## src/rtl/mck_pkg.sv

```systemverilog
// ----------------------------------------------------------------------------
// mck_pkg
// Shared types, constants and the character code lookup for the Morse keyer.
// ----------------------------------------------------------------------------
package mck_pkg;

    // field widths
    localparam int CHAR_W  = 8;
    localparam int DOT_W   = 10;
    localparam int DUR_W   = 12;
    localparam int CNT_W   = 3;
    localparam int SYM_W   = 5;

    // register reset value
    localparam logic [DOT_W-1:0] DOT_RESET = 10'd100;

    // symbol count field of a table entry and the longest character
    localparam logic [7:0]       COUNT_MASK  = 8'h07;
    localparam logic [CNT_W-1:0] MAX_SYMBOLS = 3'd5;

    // ascii range bounds
    localparam logic [CHAR_W-1:0] ASC_UPPER_A = 8'h41;
    localparam logic [CHAR_W-1:0] ASC_UPPER_Z = 8'h5A;
    localparam logic [CHAR_W-1:0] ASC_LOWER_A = 8'h61;
    localparam logic [CHAR_W-1:0] ASC_LOWER_Z = 8'h7A;
    localparam logic [CHAR_W-1:0] ASC_ZERO    = 8'h30;
    localparam logic [CHAR_W-1:0] ASC_NINE    = 8'h39;

    // interval length in dot units
    typedef logic [1:0] t_units;
    localparam t_units UNITS_1 = 2'd0;
    localparam t_units UNITS_3 = 2'd1;
    localparam t_units UNITS_4 = 2'd2;

    // packed code tables: symbols msb first (1 dot, 0 dash), count in low bits
    localparam logic [7:0] LETTER_CODES [26] = '{
        8'h82, 8'h74, 8'h54, 8'h63, 8'h81, 8'hD4, 8'h23, 8'hF4,
        8'hC2, 8'h84, 8'h43, 8'hB4, 8'h02, 8'h42, 8'h03, 8'h94,
        8'h24, 8'hA3, 8'hE3, 8'h01, 8'hC3, 8'hE4, 8'h83, 8'h64,
        8'h44, 8'h34
    };

    localparam logic [7:0] DIGIT_CODES [10] = '{
        8'h05, 8'h85, 8'hC5, 8'hE5, 8'hF5, 8'hFD, 8'h7D, 8'h3D,
        8'h1D, 8'h0D
    };

    // payload of one transfer on each channel
    typedef struct packed {
        logic [CHAR_W-1:0] character;
        logic              end_of_message;
    } t_in_item;

    typedef struct packed {
        logic             lamp_lit;
        logic [DUR_W-1:0] duration_ms;
        logic             last;
    } t_out_item;

    // result of the table lookup
    typedef struct packed {
        logic             known;
        logic [SYM_W-1:0] symbols;
        logic [CNT_W-1:0] count;
    } t_lookup;

    // controller to datapath
    typedef struct packed {
        logic   load;
        logic   emit;
        logic   shift;
        logic   lit;
        logic   last;
        t_units units;
    } t_cmd;

    // datapath to controller
    typedef struct packed {
        logic in_known;
        logic in_has_sym;
        logic is_dot;
        logic last_sym;
        logic eom;
        logic out_free;
    } t_sts;

    // look up one ascii byte; anything but a letter or digit is unknown
    function automatic t_lookup mck_lookup(input logic [CHAR_W-1:0] ch);
        t_lookup          res;
        logic [7:0]       code;
        logic [CHAR_W-1:0] off_u;
        logic [CHAR_W-1:0] off_l;
        logic [CHAR_W-1:0] off_d;
        logic [CNT_W-1:0] cnt;
        off_u = ch - ASC_UPPER_A;
        off_l = ch - ASC_LOWER_A;
        off_d = ch - ASC_ZERO;
        code  = 8'h00;
        res.known = 1'b1;
        if (ch >= ASC_UPPER_A && ch <= ASC_UPPER_Z) begin
            code = LETTER_CODES[off_u[4:0]];
        end else if (ch >= ASC_LOWER_A && ch <= ASC_LOWER_Z) begin
            code = LETTER_CODES[off_l[4:0]];
        end else if (ch >= ASC_ZERO && ch <= ASC_NINE) begin
            code = DIGIT_CODES[off_d[3:0]];
        end else begin
            res.known = 1'b0;
        end
        cnt = CNT_W'(code & COUNT_MASK);
        res.count   = (cnt > MAX_SYMBOLS) ? MAX_SYMBOLS : cnt;
        res.symbols = code[7:8-SYM_W];
        return res;
    endfunction

endpackage

```

## src/rtl/mck_ctrl.sv

```systemverilog
// ----------------------------------------------------------------------------
// mck_ctrl
// Sequencer that walks one character through its lamp intervals.
// ----------------------------------------------------------------------------
module mck_ctrl
    import mck_pkg::*;
(
    input  logic i_clk,
    input  logic i_rst_n,
    input  logic i_in_valid,
    output logic o_in_stall,
    input  t_sts i_sts,
    output t_cmd o_cmd
);

    localparam logic [2:0] ST_IDLE     = 3'd0;
    localparam logic [2:0] ST_SYM_ON   = 3'd1;
    localparam logic [2:0] ST_SYM_OFF  = 3'd2;
    localparam logic [2:0] ST_CHAR_GAP = 3'd3;
    localparam logic [2:0] ST_MSG_GAP  = 3'd4;
    localparam logic [2:0] ST_WORD_GAP = 3'd5;

    logic [2:0] r_state;
    logic [2:0] n_state;

    // only take a character when the previous one is fully keyed
    assign o_in_stall = (r_state != ST_IDLE);

    // next state and datapath commands
    always_comb begin
        n_state     = r_state;
        o_cmd       = '0;
        o_cmd.units = UNITS_1;
        case (r_state)
            ST_IDLE: begin
                if (i_in_valid) begin
                    o_cmd.load = 1'b1;
                    if (!i_sts.in_known) begin
                        n_state = ST_WORD_GAP;
                    end else if (i_sts.in_has_sym) begin
                        n_state = ST_SYM_ON;
                    end else begin
                        n_state = ST_CHAR_GAP;
                    end
                end
            end
            ST_SYM_ON: begin
                o_cmd.lit   = 1'b1;
                o_cmd.units = i_sts.is_dot ? UNITS_1 : UNITS_3;
                if (i_sts.out_free) begin
                    o_cmd.emit = 1'b1;
                    n_state    = ST_SYM_OFF;
                end
            end
            ST_SYM_OFF: begin
                o_cmd.units = UNITS_1;
                if (i_sts.out_free) begin
                    o_cmd.emit  = 1'b1;
                    o_cmd.shift = 1'b1;
                    n_state     = i_sts.last_sym ? ST_CHAR_GAP : ST_SYM_ON;
                end
            end
            ST_CHAR_GAP: begin
                o_cmd.units = UNITS_3;
                o_cmd.last  = !i_sts.eom;
                if (i_sts.out_free) begin
                    o_cmd.emit = 1'b1;
                    n_state    = i_sts.eom ? ST_MSG_GAP : ST_IDLE;
                end
            end
            ST_MSG_GAP: begin
                o_cmd.units = UNITS_4;
                o_cmd.last  = 1'b1;
                if (i_sts.out_free) begin
                    o_cmd.emit = 1'b1;
                    n_state    = ST_IDLE;
                end
            end
            ST_WORD_GAP: begin
                o_cmd.units = UNITS_4;
                if (i_sts.out_free) begin
                    o_cmd.emit = 1'b1;
                    n_state    = ST_CHAR_GAP;
                end
            end
            default: begin
                n_state = ST_IDLE;
            end
        endcase
    end

    // state register
    always_ff @(posedge i_clk) begin
        if (!i_rst_n) begin
            r_state <= ST_IDLE;
        end else begin
            r_state <= n_state;
        end
    end

endmodule

```

## src/rtl/mck_dpath.sv

```systemverilog
// ----------------------------------------------------------------------------
// mck_dpath
// Dot length register, symbol shifter, duration scaling and output register.
// ----------------------------------------------------------------------------
module mck_dpath
    import mck_pkg::*;
(
    input  logic             i_clk,
    input  logic             i_rst_n,
    input  logic             i_cfg_valid,
    input  logic [DOT_W-1:0] i_cfg_data,
    input  t_in_item         i_in_data,
    input  t_cmd             i_cmd,
    output t_sts             o_sts,
    output logic             o_out_valid,
    input  logic             i_out_stall,
    output t_out_item        o_out_data
);

    logic [DOT_W-1:0] r_dot;
    logic [SYM_W-1:0] r_sym;
    logic [CNT_W-1:0] r_count;
    logic             r_eom;
    logic             r_out_valid;
    t_out_item        r_out;
    t_lookup          lkp;
    logic [DUR_W-1:0] dur;

    // character table lookup on the incoming byte
    assign lkp = mck_lookup(i_in_data.character);

    // status towards the controller
    assign o_sts.in_known   = lkp.known;
    assign o_sts.in_has_sym = (lkp.count != '0);
    assign o_sts.is_dot     = r_sym[SYM_W-1];
    assign o_sts.last_sym   = (r_count == CNT_W'(1));
    assign o_sts.eom        = r_eom;
    assign o_sts.out_free   = !r_out_valid || !i_out_stall;

    // duration scaling: one, three or four dot lengths
    always_comb begin
        case (i_cmd.units)
            UNITS_1: dur = {2'b00, r_dot};
            UNITS_3: dur = {2'b00, r_dot} + {1'b0, r_dot, 1'b0};
            UNITS_4: dur = {r_dot, 2'b00};
            default: dur = '0;
        endcase
    end

    // dot length register
    always_ff @(posedge i_clk) begin
        if (!i_rst_n) begin
            r_dot <= DOT_RESET;
        end else if (i_cfg_valid) begin
            r_dot <= i_cfg_data;
        end
    end

    // symbol shifter and character context
    always_ff @(posedge i_clk) begin
        if (i_cmd.load) begin
            r_sym   <= lkp.symbols;
            r_count <= lkp.count;
            r_eom   <= i_in_data.end_of_message;
        end else if (i_cmd.shift) begin
            r_sym   <= {r_sym[SYM_W-2:0], 1'b0};
            r_count <= r_count - CNT_W'(1);
        end
    end

    // output register, held while the sink stalls
    always_ff @(posedge i_clk) begin
        if (!i_rst_n) begin
            r_out_valid <= 1'b0;
        end else if (i_cmd.emit) begin
            r_out_valid <= 1'b1;
        end else if (!i_out_stall) begin
            r_out_valid <= 1'b0;
        end
    end

    always_ff @(posedge i_clk) begin
        if (i_cmd.emit) begin
            r_out.lamp_lit    <= i_cmd.lit;
            r_out.duration_ms <= dur;
            r_out.last        <= i_cmd.last;
        end
    end

    assign o_out_valid = r_out_valid;
    assign o_out_data  = r_out;

endmodule

```

## src/rtl/morse_character_keyer.sv

```systemverilog
// ----------------------------------------------------------------------------
// morse_character_keyer
// Keys one ascii character per transfer into Morse lamp on/off intervals.
// ----------------------------------------------------------------------------
// Each accepted character produces its intervals one per output transfer:
// for a letter or digit, on for one (dot) or three (dash) dot lengths and
// off for one per symbol, then off for three; any other byte gives off for
// four then off for three; end of message adds a final off for four. The
// last flag marks the final interval of each character. The block keys one
// character at a time: it takes the character, then the sequencer emits
// one interval per cycle into the single output register while the output
// is not stalled. The dot length register may be written at any cycle and
// is meant to change only while no character is in progress.
module morse_character_keyer
    import mck_pkg::*;
(
    input  logic             i_clk,
    input  logic             i_rst_n,
    input  logic             i_cfg_valid,
    output logic             o_cfg_ready,
    input  logic [DOT_W-1:0] i_cfg_data,
    input  logic             i_in_valid,
    output logic             o_in_stall,
    input  t_in_item         i_in_data,
    output logic             o_out_valid,
    input  logic             i_out_stall,
    output t_out_item        o_out_data
);

    t_cmd cmd;
    t_sts sts;

    assign o_cfg_ready = 1'b1;

    // sequencer
    mck_ctrl u_ctrl (
        .i_clk      (i_clk),
        .i_rst_n    (i_rst_n),
        .i_in_valid (i_in_valid),
        .o_in_stall (o_in_stall),
        .i_sts      (sts),
        .o_cmd      (cmd)
    );

    // datapath
    mck_dpath u_dpath (
        .i_clk       (i_clk),
        .i_rst_n     (i_rst_n),
        .i_cfg_valid (i_cfg_valid),
        .i_cfg_data  (i_cfg_data),
        .i_in_data   (i_in_data),
        .i_cmd       (cmd),
        .o_sts       (sts),
        .o_out_valid (o_out_valid),
        .i_out_stall (i_out_stall),
        .o_out_data  (o_out_data)
    );

    // a taken character blocks the input until it is keyed
    a_accept_blocks: assert property (@(posedge i_clk) disable iff (!i_rst_n)
        (i_in_valid && !o_in_stall) |=> o_in_stall)
        else $error("input not blocked after character transfer");

    // the final interval frees the input on the next cycle
    a_last_frees: assert property (@(posedge i_clk) disable iff (!i_rst_n)
        (cmd.emit && cmd.last) |=> !o_in_stall)
        else $error("input still blocked after final interval");

    // a pending result is never overwritten
    a_no_overwrite: assert property (@(posedge i_clk) disable iff (!i_rst_n)
        cmd.emit |-> (!o_out_valid || !i_out_stall))
        else $error("result overwritten while stalled");

    // every lit interval is followed by a dark one
    a_lit_then_dark: assert property (@(posedge i_clk) disable iff (!i_rst_n)
        (cmd.emit && cmd.lit) |=> !cmd.lit)
        else $error("lit interval not followed by a gap");

endmodule

```

## config.mk

```make
export PLATFORM = sky130hd
export DESIGN_NAME = morse_character_keyer
export DESIGN_NICKNAME = d
export VERILOG_FILES = /design/src/rtl/mck_pkg.sv /design/src/rtl/mck_ctrl.sv /design/src/rtl/mck_dpath.sv /design/src/rtl/morse_character_keyer.sv
export SDC_FILE = /design/constraint.sdc
export NUM_CORES = 1
export LEC_CHECK = 0
export BUFFER_PORTS_ARGS = -buffer_cell sky130_fd_sc_hd__buf_2
export CORE_MARGIN = 1
export CORE_UTILIZATION = 55
export CTS_CLUSTER_SIZE = 30
export DETAILED_ROUTE_END_ITERATION = 12
export PLACE_DENSITY = 0.81
export SLEW_MARGIN = 10
export SYNTH_ARGS = -nofsm -noshare
export SYNTH_HDL_FRONTEND = slang
export SYNTH_SLANG_ARGS = --single-unit
```

## constraint.sdc

```tcl
create_clock -name i_clk -period 3.6 [get_ports i_clk]
set_input_delay 0.72 -clock i_clk [delete_from_list [all_inputs] [get_ports i_clk]]
set_output_delay 0.72 -clock i_clk [all_outputs]
set_load 0.05 [all_outputs]
```

# After elaboration in Yosys (flattened, before gate mapping)
# Memories as Yosys holds them, arrays and structs flattened.
# Index checks and enable logic that the tools add are counted.
[classes]
magnitude_cmp = 10
n_mux = 41
bitwise = 3
n_eq_ne = 15
reduce_logical = 15
addsub = 5
[op_table]
columns = ["op", "count"]
rows = [
  ["$mux W8", 9],
  ["$pmux W12 S3", 1],
  ["$mux W3", 11],
  ["$pmux W3 S6", 1],
  ["$ge A8 B7 Y1 const B", 2],
  ["$le A8 B7 Y1 const B", 2],
  ["$add A10 B11 Y12", 1],
  ["$ge A6 B6 Y1 const B", 2],
  ["$ne A2 B2 Y1 const B", 6],
  ["$not A5 Y6", 2],
  ["$mux W1", 11],
  ["$mux W5", 2],
  ["$sub A5 B1 Y5 const B", 2],
  ["$ge A8 B6 Y1 const B", 1],
  ["$le A8 B6 Y1 const B", 1],
  ["$eq A3 B1 Y1 const B", 2],
  ["$eq A3 B2 Y1 const B", 2],
  ["$eq A3 B3 Y1 const B", 2],
  ["$mux W2", 3],
  ["$pmux W2 S3", 1],
  ["$reduce_and A6 Y1", 1],
  ["$reduce_bool A3 Y1", 2],
  ["$ge A5 B5 Y1 const B", 1],
  ["$not A4 Y5", 1],
  ["other kinds (15)", 20],
]
[word_totals]
out_inout_bits = 17
reg_bits = 37
romBits = 640
input_bits = 24
mem_count = 3
elab_cells = 101
[mem_list]
columns = ["memory", "words", "width", "rd", "rd_clocked_by_memory_dff", "wr", "line", "text"]
rows = [
  ["(no name shown)", 32, 8, 1, 0, 0, "mck_pkg.sv:101", "code = LETTER_CODES[off_u[4:0]];"],
  ["(no name shown)", 32, 8, 1, 0, 0, "mck_pkg.sv:103", "code = LETTER_CODES[off_l[4:0]];"],
  ["(no name shown)", 16, 8, 1, 0, 0, "mck_pkg.sv:105", "code = DIGIT_CODES[off_d[3:0]];"],
]

# Logic depth before layout (Yosys ltp)
# Gate-level depths: netlist of the first run.
[logic_depth]
ltp_word = 15
depth_mapped = 12
depth_no_buf = 10

# Hierarchy
# From an unflattened synthesis of the first run, not the netlist that was laid out.
[unflattened]
hier_cells = 342
hier_area_um2 = 3133.0
[modules_own_cells]
columns = ["module", "n_inst", "seq_area_each_um2", "cells_per_inst", "area_each_um2"]
rows = [
  ["mck_dpath", 1, 910.9, 305, 2840.2],
  ["mck_ctrl", 1, 60.1, 35, 281.5],
  ["morse_character_keyer", 1, 0.0, 2, 11.3],
]

# Worst setup path after synthesis of the first run
# Ideal clock, no wire load.
[synth_timing]
path_kind = "in2reg"
from = "input port i_in_data[1] (netlist bit)"
to = "register u_dpath.r_count[1] (data pin)"
cell_stages = 10
setup_slack_ps = 572
setup_ps = 170
n_path_buf = 2
t_arrival_ps = 2859
required_ps = 3430
path_cell_list = "buf_2 > inv_1 > ha_1 > inv_1 > ha_1 > clkbuf_1 > or3_1 > a31o_1 > a31o_1 > o32ai_2"
[synth_via]
elab_chain_cells = 11
elab_cells_between_ends = 30
cone_classes = "add/sub (3); order compare (7); mux (11); bitwise (3); reduce/logical (3); memory (3)"
[synth_lines]
columns = ["item", "line", "text"]
rows = [
  ["from (decl)", "morse_character_keyer.sv:24", "input t_in_item i_in_data,"],
  ["$sub A4 B1 Y4", "mck_pkg.sv:97", "off_d = ch - ASC_ZERO;"],
  ["$not A4 Y5 (implied by the code)", "mck_pkg.sv:105", ""],
  ["$mem_v2 Z16 W8", "-", ""],
  ["$mux W8 (implied by the code) (2 in series)", "mck_pkg.sv:105", ""],
  ["$mux W8", "mck_pkg.sv:104", "end else if (ch >= ASC_ZERO && ch <= ASC_NINE) begin"],
  ["$mux W8", "mck_pkg.sv:102", "end else if (ch >= ASC_LOWER_A && ch <= ASC_LOWER_Z) begin"],
  ["$mux W8 (*)", "mck_pkg.sv:100", "if (ch >= ASC_UPPER_A && ch <= ASC_UPPER_Z) begin"],
  ["$gt A3 B3 Y1", "mck_pkg.sv:110", "res.count = (cnt > MAX_SYMBOLS) ? MAX_SYMBOLS : cnt;"],
  ["$mux W3 (*)", "mck_pkg.sv:110", ""],
  ["$mux W3 (*)", "mck_dpath.sv:61", "if (i_cmd.load) begin"],
  ["to (signal assigned)", "mck_dpath.sv:63", "r_count <= lkp.count;"],
  ["to (signal assigned)", "mck_dpath.sv:67", "r_count <= r_count - CNT_W'(1);"],
  ["to (decl)", "mck_dpath.sv:22", "logic [CNT_W-1:0] r_count;"],
]
# Mark *: on every way between the ends. The rest lies on a longest branch, timed or not. The select of a mux whose other input is x is not followed.
# A chain may end at the register's enable or synchronous reset.

# Worst setup path in the final report of the first run
[layout_timing]
from = "input port i_in_data[2] (netlist bit)"
to = "register u_dpath.r_count[2] (data pin)"
# The elaborated chain is that of the path after synthesis.

==> results.md, run 1 <==
- The width of the die is between 70 and 80 um.
- The clock-pin slew of the registers on the worst-case setup and hold paths is approximately 0.070 ns.
- The total area inside the core boundary comes to 4820 um^2.
- The final max-slew violation count is 0.
- The floorplan step defined a die boundary enclosing 5380 um^2.
- The run finished with clean final reports.
- 0 antenna diodes ended up in the layout.
- Once detailed placement completed, the half-perimeter wirelength came to approximately 4.7 mm.
- The path type of the worst setup path is in2reg.
- In this run the number of H-tree levels came out at 2.
- For the worst setup path, the data required time is about 3.6 ns.
- Of all cell types, the one taking the most synthesized area is edfxtp_1.
- The buffer count from post-CTS setup fixing is 0.
- Counting flops with a built-in enable in the synthesized netlist gives 23.
- The family of cells with the greatest summed delay on the critical path is compound AO/OA/AOI/OAI gates.
- The Yosys step of the flow raised 0 warnings.
- Setup repair after global routing left no endpoint under its margin.
- The kind of end point of the critical path is a register.
- The initialized floorplan defines 25 standard-cell rows.
- The final period demand of the worst path is around 2.8 ns.
- The synthesized area per cell is 9.18 um^2.
- Summed over all layers, the global routing overflow is 0.
- The cell that appears most often on the critical path is inv_1.
- For this run, design rule violations remaining after detail routing come to 0.
- At the end of the flow, the number of nets in the layout was between 300 and 400.
- The TritonCTS clock tree is done.
- STA classifies the critical path startpoint as an input port.
- For this design the top-level I/O count stands at between 40 and 50.
- The share of the yosys chip area belonging to registers is 0.347.
- The starting DRC count in detailed routing is 146.
- Using the TritonRoute via totals, the vias-per-cell ratio works out to ~5.8.
- The average detailed-routed wire length per instance is 14.7 um.
- The register-to-register setup slack is 1.18 ns.
- In this run the worst hold path is classified as reg2reg.
- The number of gates resized after CTS is 0.
- The final count of negative-setup-slack endpoints is 0.
- For this run, the slowest stage of the critical path takes a little under 0.4 ns.
- The post-synthesis async set-or-reset flop share is 0.
- For the final routed database, the setup TNS stands at 0 ns.
- In this run, synthesis produced a sequential element count of 37.
- In this run the vertical extent of the chip is 73.4 um.
- Across every metal layer, demand over resource in global routing totals 0.246.
- The final standard cell utilization of the core is 0.662.
- The length of the first detailed-routing pass in iterations is 4.
- The final setup skew is 0.00196 ns.
- At the pin with the least slew margin, the transition time is approximately 0.63 ns.
- The number of hold buffers added after CTS is 0.
- The share of the synthesized area in the top cell type is 0.247.
- The part of the cycle the worst path needs is 0.789.
- The cell sitting at the root of the clock tree is a clkbuf_8.
- The wire length of the first global-routing pass is 10.1 mm.
- The number of distinct standard cells referenced by the synthesized netlist is 61.
- The post-layout instance area is between 3000 and 4000 um^2.
- Traced cell by cell, the critical path runs through buf_2, inv_1, ha_1, inv_1, ha_1, inv_1, o22ai_1, a221oi_1, o31ai_2, a211oi_1, a21oi_1.
- For this design the static power due to leakage is about 0.0014 uW.
- The count of final hold-check violations is 0.
- The later pin in the worst-skew pair is clocked with a latency of ~0.29 ns.
- The number of maximum-capacitance constraint violations is 0.
- Entering global routing, the biggest net connects 25 pins.
- In the final layout, the share of cells above drive strength 1 is 0.184.
- The worst IR drop on VDD is ~260 uV.
- The final weighted congestion in routability-driven placement is 0.885.
- The number of cells produced by synthesis is a little over 300.
- Input and output buffers added on the ports amount to 39.
- Across all layers, the routed design uses 2,414 vias.
- The normalized max-slew margin is 0.576.
- The total power divided by cell area is 476 nW/um^2.
- Among all stages on the critical path, the largest delay is contributed by ha_1.
- By area the synthesized netlist is led by edfxtp_1, dfxtp_1, ha_1.
- The buffers plus inverters on the worst setup path is 4.
- The netlist area before placement is 2800 um^2.
- The clock passes through at most 2 buffers.
- For this block, the routed nets add up to just over 6 mm of wire.
- From synthesis to final layout, the design area changed by 13.9%.
- The initial utilization of the core area, before any placement, comes to 0.581.
- The count of nets left with antenna violations once routing finished came out at 0.
- Summing all placed instances gives a cell area of between 3000 and 4000 um^2.
- The initial antenna violation count is 0.
- The number of buffers created by CTS is 5.
- In this run the worst path has a maximum fanout of 11.
- Timing would allow up to around 350 MHz.
- The number of nets in the synthesized netlist is between 300 and 400.
- The most used flip-flop cell after synthesis is edfxtp_1.
- The number of global-route vias before repair is about 2,100.
- STA puts the critical path data arrival time at 2.87 ns.
- CTS saw 37 sinks.
tightest hold or removal path: cells and delay by family (launching register included):
kind / cells / cell delay [ns]
and+or+nand+nor: 1 / 0.07
AOI/OAI and AO/OA: 1 / 0.06
DFF: 1 / 0.33
path summary, 6_finish.rpt:
| check | startpoint | endpoint | depth (start not counted) |
|---|---|---|---|
| max reg2reg | u_dpath.r_dot[1] | u_dpath.o_out_data[12] | 8 |
| max | i_in_data[2] | u_dpath.r_count[2] | 11 |
| min | u_dpath.o_out_valid | u_ctrl.r_state[2] | 2 |
| min reg2reg | u_dpath.o_out_valid | u_ctrl.r_state[2] | 2 |
cell usage in the layout, fill, tap and decap left out, types with 9 or more instances in the layout:
master,n
buf_2,39
nand2_1,27
a21oi_1,24
edfxtp_1,23
o21ai_0,21
ha_1,20
nor2_1,19
inv_1,14
dfxtp_1,14
mux2i_1,12
nor2b_1,10
buf_4,10
xnor2_1,9
report_power, final:
part / switching (uW) / internal, uW / total [uW]
clock: 140 / 198 / 338
combinational: 399 / 190 / 589
sequential: 38.9 / 552 / 591
total: 579 / 940 / 1520
cell usage after synthesis, types with 5 or more instances:
| library cell | instances |
|---|---|
| nand2_1 | 27 |
| a21oi_1 | 24 |
| edfxtp_1 | 23 |
| o21ai_0 | 21 |
| ha_1 | 20 |
| nor2_1 | 19 |
| dfxtp_1 | 14 |
| inv_1 | 14 |
| mux2i_1 | 12 |
| nor2b_1 | 10 |
| xnor2_1 | 9 |
| a22oi_1 | 8 |
| clkbuf_1 | 7 |
| nand3_1 | 7 |
| a211oi_1 | 5 |
kinds of logic (layout without fill, tap and decap cells):
family / Yosys count / in the layout / share of synthesized area
simple gates: 84 / 84 / 0.153
fa+ha+maj: 21 / 21 / 0.0965
mux: 12 / 12 / 0.0429
other cells: 1 / 1 / 0.00134
buf+inv: 29 / 72 / 0.0474
xor+xnor: 14 / 14 / 0.0505
flops: 37 / 37 / 0.347
compound gates: 107 / 107 / 0.262
stage by stage:
stage | power (uW) | std cells | hold slack [ns] | worst slack, ns
global route | 1600 | 415 | 0.542 | 0.626
detailed placement | 1180 | 407 | 0.507 | 0.465
global placement | 1170 | 407 | 0.495 | 0.551
CTS | 1520 | 415 | 0.516 | 0.776
finish | 1520 | 415 | 0.507 | 0.761
floorplan | 1050 | 305 | 0.517 | 0.572
layer usage:
metal | wire length, um | global-route usage
met2 | 2850 | 0.388
met1 | 2880 | 0.348
met4 | 63 | 0.0620
met3 | 285 | 0.0453
met5 | 0 | 0
registers in the layout (all words and copies together), names as in the netlist:
signal	cells
u_ctrl.r_state	3
u_dpath.o_out_valid	1
u_dpath.r_eom	1
u_dpath.r_count	3
u_dpath.r_sym	5
u_dpath.o_out_data	14
u_dpath.r_dot	10
final cells by class:
| type | count | area [um^2] |
|---|---|---|
| Sequential cell | 37 | 971 |
| Inverter | 15 | 56.3 |
| Tap cell | 67 | 83.8 |
| Multi-Input combinational cell | 239 | 1700 |
| Fill cell | 410 | 1630 |
| Timing Repair Buffer | 49 | 270 |
| Clock buffer | 8 | 111 |
(Power assumes the default switching activity.)
==> run 2, diff against run 1 <==
--- a/config.mk
+++ b/config.mk
@@ -7,7 +7,7 @@
 export LEC_CHECK = 0
 export BUFFER_PORTS_ARGS = -buffer_cell sky130_fd_sc_hd__buf_2
 export CORE_MARGIN = 1
-export CORE_UTILIZATION = 55
+export CORE_UTILIZATION = 52
 export CTS_CLUSTER_SIZE = 30
 export DETAILED_ROUTE_END_ITERATION = 12
 export PLACE_DENSITY = 0.81
==> constraint.sdc (replaced) <==
create_clock -name i_clk -period 2.45 [get_ports i_clk]
set_input_delay 0.49 -clock i_clk [delete_from_list [all_inputs] [get_ports i_clk]]
set_output_delay 0.49 -clock i_clk [all_outputs]
set_load 0.05 [all_outputs]
==> run 2 against run 1 <==
Net effect: via count increased by 4.1%; critical endpoint is now u_dpath.o_out_data[12]; global-route usage decreased by 1.8 points; largest power group is now combinational logic; critical path type is now reg2reg; non-clock buffer count increased by 13; setup slack got worse by 0.62 ns; cell area increased by 3.3%.
==> results.md, run 2 (synthesis gave the netlist of run 1 again) <==
- The worst-case IR drop observed on VDD is ~460 uV.
- After routing, the total negative slack on setup checks comes to 0 ns.
- The first global-routing pass estimated roughly 10 mm of wire.
- In the layout the commonest cells are buf_2, nand2_1, a21oi_1, buf_4, edfxtp_1.
- The detailed router finished its first iteration with 130 violations.
- 41 I/O pins were placed.
- The maximum clock frequency is ~430 MHz.
- The buffer count from post-CTS setup fixing is 0.
- The post-layout instance area is around 3300 um^2.
- The initialized floorplan defines 26 standard-cell rows.
- The pre-CTS worst setup slack is just under 0.007 ns.
- The most common library cell in the layout ignoring fill and taps is buf_2.
- In the global route stage, overall resource usage came out at 0.228.
- The total overflow left after global routing is 0.
- STA classifies the critical path endpoint as a register.
- The register with the most flip-flops in the layout has 14 of them.
- The number of maximum-capacitance constraint violations is 0.
- The pin count of the biggest net entering global routing is 19.
- Measured along the x axis, the die boundary spans approximately 75 um.
- The number of hold buffers added after CTS is 0.
- The kind of start point of the critical path is a register.
- TritonCTS built the clock tree.
- The initial antenna violation count is 0.
- After detailed routing, the number of remaining DRC violations is 0.
- The count of nets left with antenna violations once routing finished came out at 0.
- The maximum clock path buffer count is 2.
- The top fanout value on the critical path is 4.
- The root buffer cell is clkbuf_8.
- Setup violations remaining at the end of the flow were counted as 0.
- The repair_antennas step left the layout with diodes totalling 0.
- The clock-pin slew of the registers on the worst-case setup and hold paths is approximately 0.070 ns.
- The layout net count is around 400.
- The final weighted congestion in routability-driven placement is between 0.9 and 1.
- After clock tree synthesis, the repair step resized 0 gates.
- The worst register-to-register path has a depth of 8.
- In this run the critical register-to-register path is captured at u_dpath.o_out_data[12].
- The die is roughly 75 um tall.
- The required time at the worst-slack endpoint is 2.49 ns.
- CTS saw 37 sinks.
- The area overhead of the layout relative to synthesis is 17.7%.
- The number of global-route vias before repair came to roughly 2,200.
- The source of the worst register-to-register timing path is u_dpath.r_dot[0].
- The cell area after placement is ~3200 um^2.
- The path type of the worst setup path is reg2reg.
- The count of final hold-check violations is 0.
- The arrival time of data at the critical path endpoint is roughly 2.4 ns.
- The clock network latency to the later pin of the worst-skew pair is between 0.2 and 0.3 ns.
- The final routed wirelength across all metal layers is 6.26 mm.
- The final setup skew is 0.00741 ns.
- The post-detailed-placement half-perimeter wirelength is about 4.8 mm.
- The most critical setup path has its endpoint at u_dpath.o_out_data[12].
- The leakage power summed over all cells is roughly 0.0014 uW.
- The filler cells instantiated in the layout total around 460.
- The clock period could shrink to ~2.3 ns.
- The routed via count divided by cell count is slightly below 6.
- The startpoint of the worst setup timing path is u_dpath.r_dot[0].
- The H-tree level count is 2.
- The number of buffers created by CTS is 5.
- The floorplan step defined a die boundary enclosing 5680 um^2.
- The measured slew at the worst slew-check pin is about 0.52 ns.
- The tightest min-delay check is of the in2reg type.
- Dividing the final minimum period by the clock period gives 0.944.
- The final route contains approximately 2,500 vias.
- The total core area is between 5000 and 6000 um^2.
- In this run the tightest slew margin relative to its limit is 0.651.
- The pre-antenna-repair detailed-routing pass consisted of 4 iterations.
- Buffers placed on the I/O ports in this run total 39.
- The layout cell share with drive strength beyond 1 is 0.230.
- For this configuration, the core starts out at a cell density of 0.545.
- Setup repair after global routing left no endpoint under its margin.
- After layout, the worst setup slack is approximately 0.14 ns.
- The final max-slew violation count was 0.
- The flow ran to the end, and the final reports show no timing, DRC or antenna violations.
- The average detailed-routed wire length per instance is between 10 and 15 um.
- The total power divided by cell area is about 660 nW/um^2.
- The overall power after layout is ~2200 uW.
- Along the worst hold path, the cell count comes to 1.
- The register-to-register setup slack is around 0.14 ns.
-- run 2: cell types whose count changed in the layout (fill, tap and decap cells not counted), sizes merged --
cell,before,now
buf,49,62
clkbuf,8,6
clkinv,1,3
-- run 2: cell type report --
cell class	count	area, um^2	area share
clock buffer	6	72.6	0.0220
clock inverter	2	10.0	0.00304
inverter	15	61.3	0.0186
multi-input combinational	239	1730	0.524
sequential	37	971	0.295
tap	70	87.6	0.0266
timing repair buffer	62	368	0.112
-- run 2: critical path, cell delays in order, from the launching register on --
cell and delay (ns):
dfxtp_1 0.34, ha_1 0.23, fa_1 0.40, a21o_1 0.19, a21oi_1 0.23, o21bai_1 0.14
a21oi_2 0.20, a21oi_1 0.09, a221o_1 0.25
-- run 2: power by group --
part | switching (uW) | internal [uW] | total (uW)
Combinational | 598 | 306 | 903
Sequential | 56.2 | 811 | 868
Clock | 199 | 197 | 396
Total | 853 | 1310 | 2170
-- run 2: how the worst min path moves through the flow --
stage	slack (ns)	to	start
after floorplan	0.52	u_dpath.r_sym[1]	u_dpath.r_sym[0]
after global placement	0.50	u_ctrl.r_state[2]	u_dpath.o_out_valid
after detailed placement	0.51	u_ctrl.r_state[2]	u_dpath.o_out_valid
after CTS	0.38	u_dpath.r_eom	i_in_data[0]
after global routing	0.37	u_dpath.r_eom	i_in_data[0]
final	0.38	u_dpath.r_eom	i_in_data[0]
-- run 2: metal layers --
metal	vias up	wire (um)	track usage
met5	-	0	0
met4	0	92	0.0844
met3	11	263	0.0437
met2	76	3150	0.390
met1	1177	2750	0.286
li1	1248	-	-
-- run 2: metrics by stage --
step	utilization	std cells	hold slack, ns
2_1_floorplan	-	305	0.517
3_3_place_gp	0.624	423	0.499
3_5_place_dp	0.624	423	0.509
4_1_cts	0.640	431	0.375
5_1_grt	0.641	431	0.369
6_report	0.641	431	0.376
